--- src/rtl/midtones_transfer_stretch_macros.svh ---
// Assertion shorthands used by the top-level RTL file.
`ifndef MIDTONES_TRANSFER_STRETCH_MACROS_SVH
`define MIDTONES_TRANSFER_STRETCH_MACROS_SVH

// Consequent checked in the same cycle as the antecedent.
`define MTS_ASSERT_NOW(lbl, clk, rst_n, ante, cons, msg) \
    lbl: assert property (@(posedge clk) disable iff (!rst_n) (ante) |-> (cons)) \
        else $error(msg);

// Consequent checked in the cycle after the antecedent.
`define MTS_ASSERT_NEXT(lbl, clk, rst_n, ante, cons, msg) \
    lbl: assert property (@(posedge clk) disable iff (!rst_n) (ante) |=> (cons)) \
        else $error(msg);

`endif

--- src/rtl/mts_pkg.sv ---
package mts_pkg;

    // Width of every configuration register.
    localparam int CFG_W       = 16;
    localparam int CFG_INDEX_W = 2;

    localparam logic [CFG_INDEX_W-1:0] REG_SHADOW    = 2'd0;
    localparam logic [CFG_INDEX_W-1:0] REG_HIGHLIGHT = 2'd1;
    localparam logic [CFG_INDEX_W-1:0] REG_BALANCE   = 2'd2;

    // The balance is a fraction of this value.
    localparam logic [CFG_W:0] BAL_ONE = 17'h10000;

    localparam logic [CFG_W-1:0] BAL_RESET = 16'h8000;

    typedef enum logic [1:0] {
        CLS_ZERO,
        CLS_FULL,
        CLS_CALC
    } mts_cls_t;

    typedef struct packed {
        logic     valid;
        mts_cls_t cls;
    } mts_ctl_t;

endpackage

--- src/rtl/mts_front.sv ---
module mts_front #(
    parameter int PIXEL_BITS = 16
) (
    input  logic                          clk,
    input  logic                          rst_n,
    input  logic                          en,
    input  logic                          in_valid,
    input  logic [PIXEL_BITS-1:0]         pixel,
    input  logic [mts_pkg::CFG_W-1:0]     shadow,
    input  logic [mts_pkg::CFG_W-1:0]     highlight,
    input  logic [mts_pkg::CFG_W-1:0]     balance,
    output mts_pkg::mts_ctl_t             ctl,
    output logic [PIXEL_BITS+15:0]        num,
    output logic [PIXEL_BITS+15:0]        den
);
    import mts_pkg::*;

    localparam int NUM_W  = PIXEL_BITS + CFG_W;
    localparam int CLIP_W = (PIXEL_BITS < CFG_W) ? PIXEL_BITS : CFG_W;

    logic [PIXEL_BITS-1:0] s_clip;
    logic [PIXEL_BITS-1:0] h_clip;

    // Stage A: classify against the clips, form a = v - s and d - a = h - v.
    mts_ctl_t              ctl_a_reg, ctl_a_next;
    logic [PIXEL_BITS-1:0] a_reg, a_next;
    logic [PIXEL_BITS-1:0] hv_reg, hv_next;
    logic [CFG_W-1:0]      bal_a_reg;

    // Stage B: the two products.
    mts_ctl_t              ctl_b_reg, ctl_b_next;
    logic [CFG_W:0]        inv_bal;
    logic [NUM_W-1:0]      num_b_reg, num_b_next;
    logic [NUM_W-1:0]      p2_b_reg, p2_b_next;
    logic [NUM_W:0]        num_wide;

    // Stage C: denominator.
    mts_ctl_t              ctl_c_reg;
    logic [NUM_W-1:0]      num_c_reg;
    logic [NUM_W-1:0]      den_c_reg, den_c_next;

    assign s_clip = PIXEL_BITS'(shadow[CLIP_W-1:0]);
    assign h_clip = PIXEL_BITS'(highlight[CLIP_W-1:0]);

    always_comb
    begin
        ctl_a_next.valid = in_valid;
        if (pixel <= s_clip)
        begin
            ctl_a_next.cls = CLS_ZERO;
        end
        else if (pixel >= h_clip)
        begin
            ctl_a_next.cls = CLS_FULL;
        end
        else
        begin
            ctl_a_next.cls = CLS_CALC;
        end
        a_next  = pixel - s_clip;
        hv_next = h_clip - pixel;
    end

    always_comb
    begin
        inv_bal    = BAL_ONE - {1'b0, bal_a_reg};
        num_wide   = inv_bal * a_reg;
        num_b_next = num_wide[NUM_W-1:0];
        p2_b_next  = bal_a_reg * hv_reg;
        ctl_b_next = ctl_a_reg;
        // With no balance the curve saturates for every pixel between the clips.
        if (ctl_a_reg.cls == CLS_CALC && bal_a_reg == '0)
        begin
            ctl_b_next.cls = CLS_FULL;
        end
    end

    assign den_c_next = num_b_reg + p2_b_reg;

    always_ff @(posedge clk or negedge rst_n)
    begin
        if (!rst_n)
        begin
            ctl_a_reg <= '{valid: 1'b0, cls: CLS_ZERO};
            ctl_b_reg <= '{valid: 1'b0, cls: CLS_ZERO};
            ctl_c_reg <= '{valid: 1'b0, cls: CLS_ZERO};
        end
        else if (en)
        begin
            ctl_a_reg <= ctl_a_next;
            ctl_b_reg <= ctl_b_next;
            ctl_c_reg <= ctl_b_reg;
        end
    end

    always_ff @(posedge clk)
    begin
        if (en)
        begin
            a_reg     <= a_next;
            hv_reg    <= hv_next;
            bal_a_reg <= balance;
            num_b_reg <= num_b_next;
            p2_b_reg  <= p2_b_next;
            num_c_reg <= num_b_reg;
            den_c_reg <= den_c_next;
        end
    end

    assign ctl = ctl_c_reg;
    assign num = num_c_reg;
    assign den = den_c_reg;

endmodule

--- src/rtl/mts_cell.sv ---
module mts_cell #(
    parameter int PIXEL_BITS = 16
) (
    input  logic                   clk,
    input  logic                   rst_n,
    input  logic                   en,
    input  mts_pkg::mts_ctl_t      ctl_in,
    input  logic [PIXEL_BITS+15:0] den_in,
    input  logic [PIXEL_BITS+15:0] num_in,
    input  logic [PIXEL_BITS+15:0] rem_in,
    input  logic [PIXEL_BITS-1:0]  quo_in,
    output mts_pkg::mts_ctl_t      ctl_out,
    output logic [PIXEL_BITS+15:0] den_out,
    output logic [PIXEL_BITS+15:0] num_out,
    output logic [PIXEL_BITS+15:0] rem_out,
    output logic [PIXEL_BITS-1:0]  quo_out
);
    import mts_pkg::*;

    localparam int NUM_W = PIXEL_BITS + CFG_W;

    mts_ctl_t              ctl_reg;
    logic [NUM_W-1:0]      den_reg;
    logic [NUM_W-1:0]      num_reg;
    logic [NUM_W-1:0]      rem_reg, rem_next;
    logic [PIXEL_BITS-1:0] quo_reg, quo_next;
    logic [NUM_W:0]        rem_dbl;
    logic [NUM_W:0]        rem_diff;
    logic                  take;

    // One restoring step: a remainder that enters below the divisor stays below it.
    always_comb
    begin
        rem_dbl  = {rem_in, 1'b0};
        rem_diff = rem_dbl - {1'b0, den_in};
        take     = (rem_dbl >= {1'b0, den_in});
        rem_next = take ? rem_diff[NUM_W-1:0] : rem_dbl[NUM_W-1:0];
        quo_next = {quo_in[PIXEL_BITS-2:0], take};
    end

    always_ff @(posedge clk or negedge rst_n)
    begin
        if (!rst_n)
        begin
            ctl_reg <= '{valid: 1'b0, cls: CLS_ZERO};
        end
        else if (en)
        begin
            ctl_reg <= ctl_in;
        end
    end

    always_ff @(posedge clk)
    begin
        if (en)
        begin
            den_reg <= den_in;
            num_reg <= num_in;
            rem_reg <= rem_next;
            quo_reg <= quo_next;
        end
    end

    assign ctl_out = ctl_reg;
    assign den_out = den_reg;
    assign num_out = num_reg;
    assign rem_out = rem_reg;
    assign quo_out = quo_reg;

endmodule

--- src/rtl/midtones_transfer_stretch.sv ---
// Channel   Direction  Handshake                  Payload
// s_axis    in         s_axis_tvalid/tready       tdata: pixel_in
// m_axis    out        m_axis_tvalid/tready       tdata: pixel_out
// cfg       in         cfg_valid/cfg_ready        cfg_index, cfg_data
//
// One pixel is taken every cycle while the output is not stalled; a pixel passes
// through the three front stages, one divider cell per quotient bit and the output register.
// All stages advance together whenever the output register is empty or taken.
// Reset clears the stage valid bits and loads the register defaults.
// Configuration writes are always accepted.
`include "midtones_transfer_stretch_macros.svh"

module midtones_transfer_stretch #(
    parameter int PIXEL_BITS = 16
) (
    input  logic                                clk,
    input  logic                                rst_n,
    input  logic                                s_axis_tvalid,
    output logic                                s_axis_tready,
    // tdata: pixel_in [PIXEL_BITS-1:0], zero padding above
    input  logic [((PIXEL_BITS+7)/8)*8-1:0]     s_axis_tdata,
    output logic                                m_axis_tvalid,
    input  logic                                m_axis_tready,
    // tdata: pixel_out [PIXEL_BITS-1:0], zero padding above
    output logic [((PIXEL_BITS+7)/8)*8-1:0]     m_axis_tdata,
    input  logic                                cfg_valid,
    output logic                                cfg_ready,
    input  logic [mts_pkg::CFG_INDEX_W-1:0]     cfg_index,
    input  logic [mts_pkg::CFG_W-1:0]           cfg_data
);
    import mts_pkg::*;

    localparam int DATA_W   = ((PIXEL_BITS + 7) / 8) * 8;
    localparam int NUM_W    = PIXEL_BITS + CFG_W;
    localparam int OUT_KEEP = (PIXEL_BITS > CFG_W) ? CFG_W : PIXEL_BITS;
    localparam logic [PIXEL_BITS-1:0] OUT_MASK =
        {PIXEL_BITS{1'b1}} >> (PIXEL_BITS - OUT_KEEP);
    localparam logic [CFG_W-1:0] HIGH_RESET = CFG_W'({PIXEL_BITS{1'b1}});

    logic [CFG_W-1:0] shadow_reg, shadow_next;
    logic [CFG_W-1:0] highlight_reg, highlight_next;
    logic [CFG_W-1:0] balance_reg, balance_next;

    logic pipe_en;

    mts_ctl_t              ctl_s [0:PIXEL_BITS];
    logic [NUM_W-1:0]      den_s [0:PIXEL_BITS];
    logic [NUM_W-1:0]      num_s [0:PIXEL_BITS];
    logic [NUM_W-1:0]      rem_s [0:PIXEL_BITS];
    logic [PIXEL_BITS-1:0] quo_s [0:PIXEL_BITS];

    logic                  out_valid_reg, out_valid_next;
    logic [PIXEL_BITS-1:0] pixel_out_reg, pixel_out_next;
    logic [PIXEL_BITS-1:0] quo_fixed;
    logic [PIXEL_BITS-1:0] result;

    // Configuration registers.
    assign cfg_ready = 1'b1;

    always_comb
    begin
        shadow_next    = shadow_reg;
        highlight_next = highlight_reg;
        balance_next   = balance_reg;
        if (cfg_valid)
        begin
            unique case (cfg_index)
                REG_SHADOW:    shadow_next    = cfg_data;
                REG_HIGHLIGHT: highlight_next = cfg_data;
                REG_BALANCE:   balance_next   = cfg_data;
                default:       ;
            endcase
        end
    end

    always_ff @(posedge clk or negedge rst_n)
    begin
        if (!rst_n)
        begin
            shadow_reg    <= '0;
            highlight_reg <= HIGH_RESET;
            balance_reg   <= BAL_RESET;
        end
        else
        begin
            shadow_reg    <= shadow_next;
            highlight_reg <= highlight_next;
            balance_reg   <= balance_next;
        end
    end

    // The whole pipeline moves as one whenever the output word can move on.
    assign pipe_en       = !out_valid_reg || m_axis_tready;
    assign s_axis_tready = pipe_en;

    mts_front #(
        .PIXEL_BITS (PIXEL_BITS)
    ) u_front (
        .clk       (clk),
        .rst_n     (rst_n),
        .en        (pipe_en),
        .in_valid  (s_axis_tvalid),
        .pixel     (s_axis_tdata[PIXEL_BITS-1:0]),
        .shadow    (shadow_reg),
        .highlight (highlight_reg),
        .balance   (balance_reg),
        .ctl       (ctl_s[0]),
        .num       (num_s[0]),
        .den       (den_s[0])
    );

    // The first cell starts from the numerator as its remainder.
    assign rem_s[0] = num_s[0];
    assign quo_s[0] = '0;

    for (genvar i = 0; i < PIXEL_BITS; i++)
    begin : g_cell
        mts_cell #(
            .PIXEL_BITS (PIXEL_BITS)
        ) u_cell (
            .clk     (clk),
            .rst_n   (rst_n),
            .en      (pipe_en),
            .ctl_in  (ctl_s[i]),
            .den_in  (den_s[i]),
            .num_in  (num_s[i]),
            .rem_in  (rem_s[i]),
            .quo_in  (quo_s[i]),
            .ctl_out (ctl_s[i+1]),
            .den_out (den_s[i+1]),
            .num_out (num_s[i+1]),
            .rem_out (rem_s[i+1]),
            .quo_out (quo_s[i+1])
        );
    end

    // The cells give floor(num * 2^N / den); scaling by 2^N - 1 instead takes
    // off one more unit exactly when the numerator exceeds the remainder.
    always_comb
    begin
        quo_fixed = quo_s[PIXEL_BITS]
                  - PIXEL_BITS'(num_s[PIXEL_BITS] > rem_s[PIXEL_BITS]);
        case (ctl_s[PIXEL_BITS].cls)
            CLS_ZERO: result = '0;
            CLS_FULL: result = '1;
            CLS_CALC: result = quo_fixed;
            default:  result = '0;
        endcase
        pixel_out_next = result & OUT_MASK;
        out_valid_next = pipe_en ? ctl_s[PIXEL_BITS].valid : out_valid_reg;
    end

    always_ff @(posedge clk or negedge rst_n)
    begin
        if (!rst_n)
        begin
            out_valid_reg <= 1'b0;
        end
        else
        begin
            out_valid_reg <= out_valid_next;
        end
    end

    always_ff @(posedge clk)
    begin
        if (pipe_en)
        begin
            pixel_out_reg <= pixel_out_next;
        end
    end

    assign m_axis_tvalid = out_valid_reg;
    assign m_axis_tdata  = DATA_W'(pixel_out_reg);

    `MTS_ASSERT_NOW(a_rem_below_den, clk, rst_n,
        ctl_s[PIXEL_BITS].valid && ctl_s[PIXEL_BITS].cls == CLS_CALC,
        rem_s[PIXEL_BITS] < den_s[PIXEL_BITS],
        "divider remainder not below divisor")

    `MTS_ASSERT_NOW(a_no_underflow, clk, rst_n,
        ctl_s[PIXEL_BITS].valid && ctl_s[PIXEL_BITS].cls == CLS_CALC
            && num_s[PIXEL_BITS] > rem_s[PIXEL_BITS],
        quo_s[PIXEL_BITS] != '0,
        "quotient correction would wrap below zero")

    `MTS_ASSERT_NEXT(a_stall_freezes, clk, rst_n,
        !pipe_en,
        $stable(quo_s[PIXEL_BITS]) && $stable(ctl_s[PIXEL_BITS].valid),
        "divider chain moved while output was stalled")

endmodule

--- config.mk ---
export PLATFORM = sky130hd
export DESIGN_NAME = midtones_transfer_stretch
export DESIGN_NICKNAME = d
export VERILOG_FILES = /design/src/rtl/mts_pkg.sv /design/src/rtl/mts_front.sv /design/src/rtl/mts_cell.sv /design/src/rtl/midtones_transfer_stretch.sv
export VERILOG_INCLUDE_DIRS = /design/src /design/src/rtl
export SDC_FILE = /design/constraint.sdc
export NUM_CORES = 2
export LEC_CHECK = 0
export BUFFER_PORTS_ARGS = -buffer_cell sky130_fd_sc_hd__buf_2
export CAP_MARGIN = 15
export CORE_AREA = 2 2 572 574
export DETAILED_ROUTE_END_ITERATION = 10
export DIE_AREA = 0 0 574 576
export GPL_ROUTABILITY_DRIVEN = 0
export GPL_TIMING_DRIVEN = 0
export HOLD_SLACK_MARGIN = 0.06
export PLACE_DENSITY = 0.47
export SETUP_SLACK_MARGIN = 0.3
export SLEW_MARGIN = 10
export SYNTH_ARGS = -nofsm -noshare
export SYNTH_HDL_FRONTEND = slang
export SYNTH_SLANG_ARGS = --single-unit
--- constraint.sdc ---
create_clock -name clk -period 177 [get_ports clk]
set_clock_uncertainty 0.2 [all_clocks]
set_input_delay 17.7 -clock clk [delete_from_list [all_inputs] [get_ports clk]]
set_output_delay 17.7 -clock clk [all_outputs]
set_load 0.02 [all_outputs]
==> metrics.cfg <==
[logic_synthesis]
synth_edf_count = 1832
synth_seq_cells = 1938
yosysMostFrequentCell = edfxtp_1
netlist.area_leader.share = 0.487
ys_seq_area_frac = 0.511
synth_top_cells_by_count = edfxtp_1 (1832), inv_1 (1227), nand2_1 (853)
syn_inst = 9586
yosys.area.top_type = edfxtp_1
async_flop_share = 0.0547
synth_cell_types = 100
syn_nets = 10900
yosys-top-cells-area = edfxtp_1 (49%), ha_1 (9.0%), fa_1 (7.4%)
avgSynthCellArea_sq_um = 11.8
synthesis.area_sq_mm = 0.113
ys.flop_type = edfxtp_1
ys.warnings.count = 0

[setup_path]
required_ns = 159.10
end_kind = output port
r2r_start = u_front.bal_a_reg[0]$_DFFE_PP_
worst-setup-path-type = in -> out
critPathArrivalTime_ns = 19.08
worstReg2RegEnd = u_front.num_b_reg[28]$_DFFE_PP_
cp_max_fo = 40
crit_path_start_kind = input pin
r2r_cells = 28
rrSetupSlack_ns = 166.87

[timing]
slew_violations = 0
hold_viol_final = 0
grt_setup_unrepaired = false
layout_min_cycle_time_ns = 36.98
setup_viol = 0
max_slew_margin = 0.169
worst_pin_slew_ns = 1.24
setup_tns_ns = 0
min_period_over_period = 0.209
fmax_mhz = 27.0
worst_slack_ns = 140.02

[cells_and_area]
fin_nets = 11200
multiInputGateArea_sq_mm = 0.0498
fin_util = 0.390
fillCellCount = 31300
regArea_sq_mm = 0.0577
layout-drive-gt1-share = 0.0596
design_area_sq_mm = 0.127
area_growth_pct = 12.3

[drt]
drt_iter0_drc = 5059
firstDrtPassIters = 8
ant_nets = 0
num_vias = 71400
vias_per_cell = 4.95
wl_mm = 280
wl_per_cell_um = 19.4
drc_errors = 0

[clocking]
ctsHoldBuffers = 0
cts_buffer_depth = 4
cts_tree = built
cts-resized-gates = 0
htree_levels = 4
cts_buffers = 224
clk_pin_slew_ns = 0.06
cts_setup_buffers = 0
clock-sinks = 1938
worstSkewPairLatency_ns = 0.89
cts_root_buf = clkbuf_16

[grt]
grt_pass1_vias = 72500
overflow = 0
grtUsageTotal = 0.167
grt_pass1_wl_mm = 431
grt_max_degree = 67
antenna_found_initial = 6

[place]
dp_hpwl_mm = 218
dpl_cell_area_sq_mm = 0.120
io_buffers = 56
dp_slack_ns = 139.99

[floorplanning]
pin_count = 58
die_h_um = 576
die_w_um = 574
die_area_sq_mm = 0.331
core_sq_mm = 0.325
fp-row-count = 210
start_util = 0.347

[worst_hold_path]
min-delay-path-class = reg -> reg
worstHoldStart = g_cell[8].u_cell.num_out[19]$_DFFE_PP_
whs_path_depth = 0
min_delay_worst_endpoint = g_cell[9].u_cell.num_out[19]$_DFFE_PP_

[flow_run]
cap_viol_max_count = 0

[outcome]
status = completed

-- worst max-delay path, stage by stage --
cell and delay (ns):
buf_2 0.10, nor2b_1 0.29, inv_1 0.22, clkbuf_4 0.46
buf_2 0.31
-- cell families after synthesis --
kind of cell / synth area share
AO/OA/AOI/OAI: 0.106
XOR/XNOR: 0.0418
adder cells (fa/ha/maj): 0.165
buffers and inverters: 0.0485
flip-flops: 0.511
multiplexers: 0.0347
other: 0.0000332
AND/OR/NAND/NOR: 0.0929
-- cell usage in the layout (no fill, tap or decap), drive strengths merged, types with 49 or more instances in the layout --
cell type,synthesis,final
o21a,100,100
dfrtp,89,89
buf,49,141
inv,1231,1244
nand2b,80,80
fa,420,420
a21o,289,289
o31ai,52,52
nand4,72,72
xor2,173,173
clkbuf,158,430
xnor2,366,366
o21ai,374,374
o21bai,77,77
a211oi,60,60
nand3,111,111
a21oi,589,589
nor3,109,109
a31oi,49,49
and3,61,61
nor2b,81,81
nand2,853,853
and2,262,262
edfxtp,1832,1832
ha,817,817
nor2,433,433
mux2,329,329
clkinv,0,84
-- metrics by stage --
stage,std cells,hold WS [ns]
final,14400,0.182
after global routing,14400,0.172
after CTS,14400,0.167
after detailed placement,14000,0.205
after global placement,14000,0.201
after floorplan,9586,0.200
-- layer usage --
layer,track usage,share of wire
met1,0.220,0.44
met2,0.286,0.48
met3,0.0250,0.046
met4,0.0466,0.028
met5,0,0.000043
-- final cells by class --
| type | count | area share |
|---|---|---|
| antenna | 3 | 0.0000592 |
| buffer | 207 | 0.00681 |
| clock buffer | 272 | 0.0462 |
| clock inverter | 132 | 0.0111 |
| inverter | 1231 | 0.0364 |
| multi-input combinational | 6210 | 0.392 |
| sequential | 1938 | 0.455 |
| tap | 4346 | 0.0429 |
| timing repair buffer | 92 | 0.00946 |
-- worst max path at each step --
stage | to | slack, ns | startpoint | cells past startpoint
floorplan | s_axis_tready | 91.61 | m_axis_tready | 3
global placement | s_axis_tready | 66.19 | m_axis_tready | 5
detailed placement | s_axis_tready | 139.99 | m_axis_tready | 5
CTS | s_axis_tready | 139.98 | m_axis_tready | 5
global route | s_axis_tready | 139.90 | m_axis_tready | 5
finish | s_axis_tready | 140.02 | m_axis_tready | 5
Power is not shown: default switching activity piles up to over one toggle a cycle in this logic, so the estimate is an artifact.
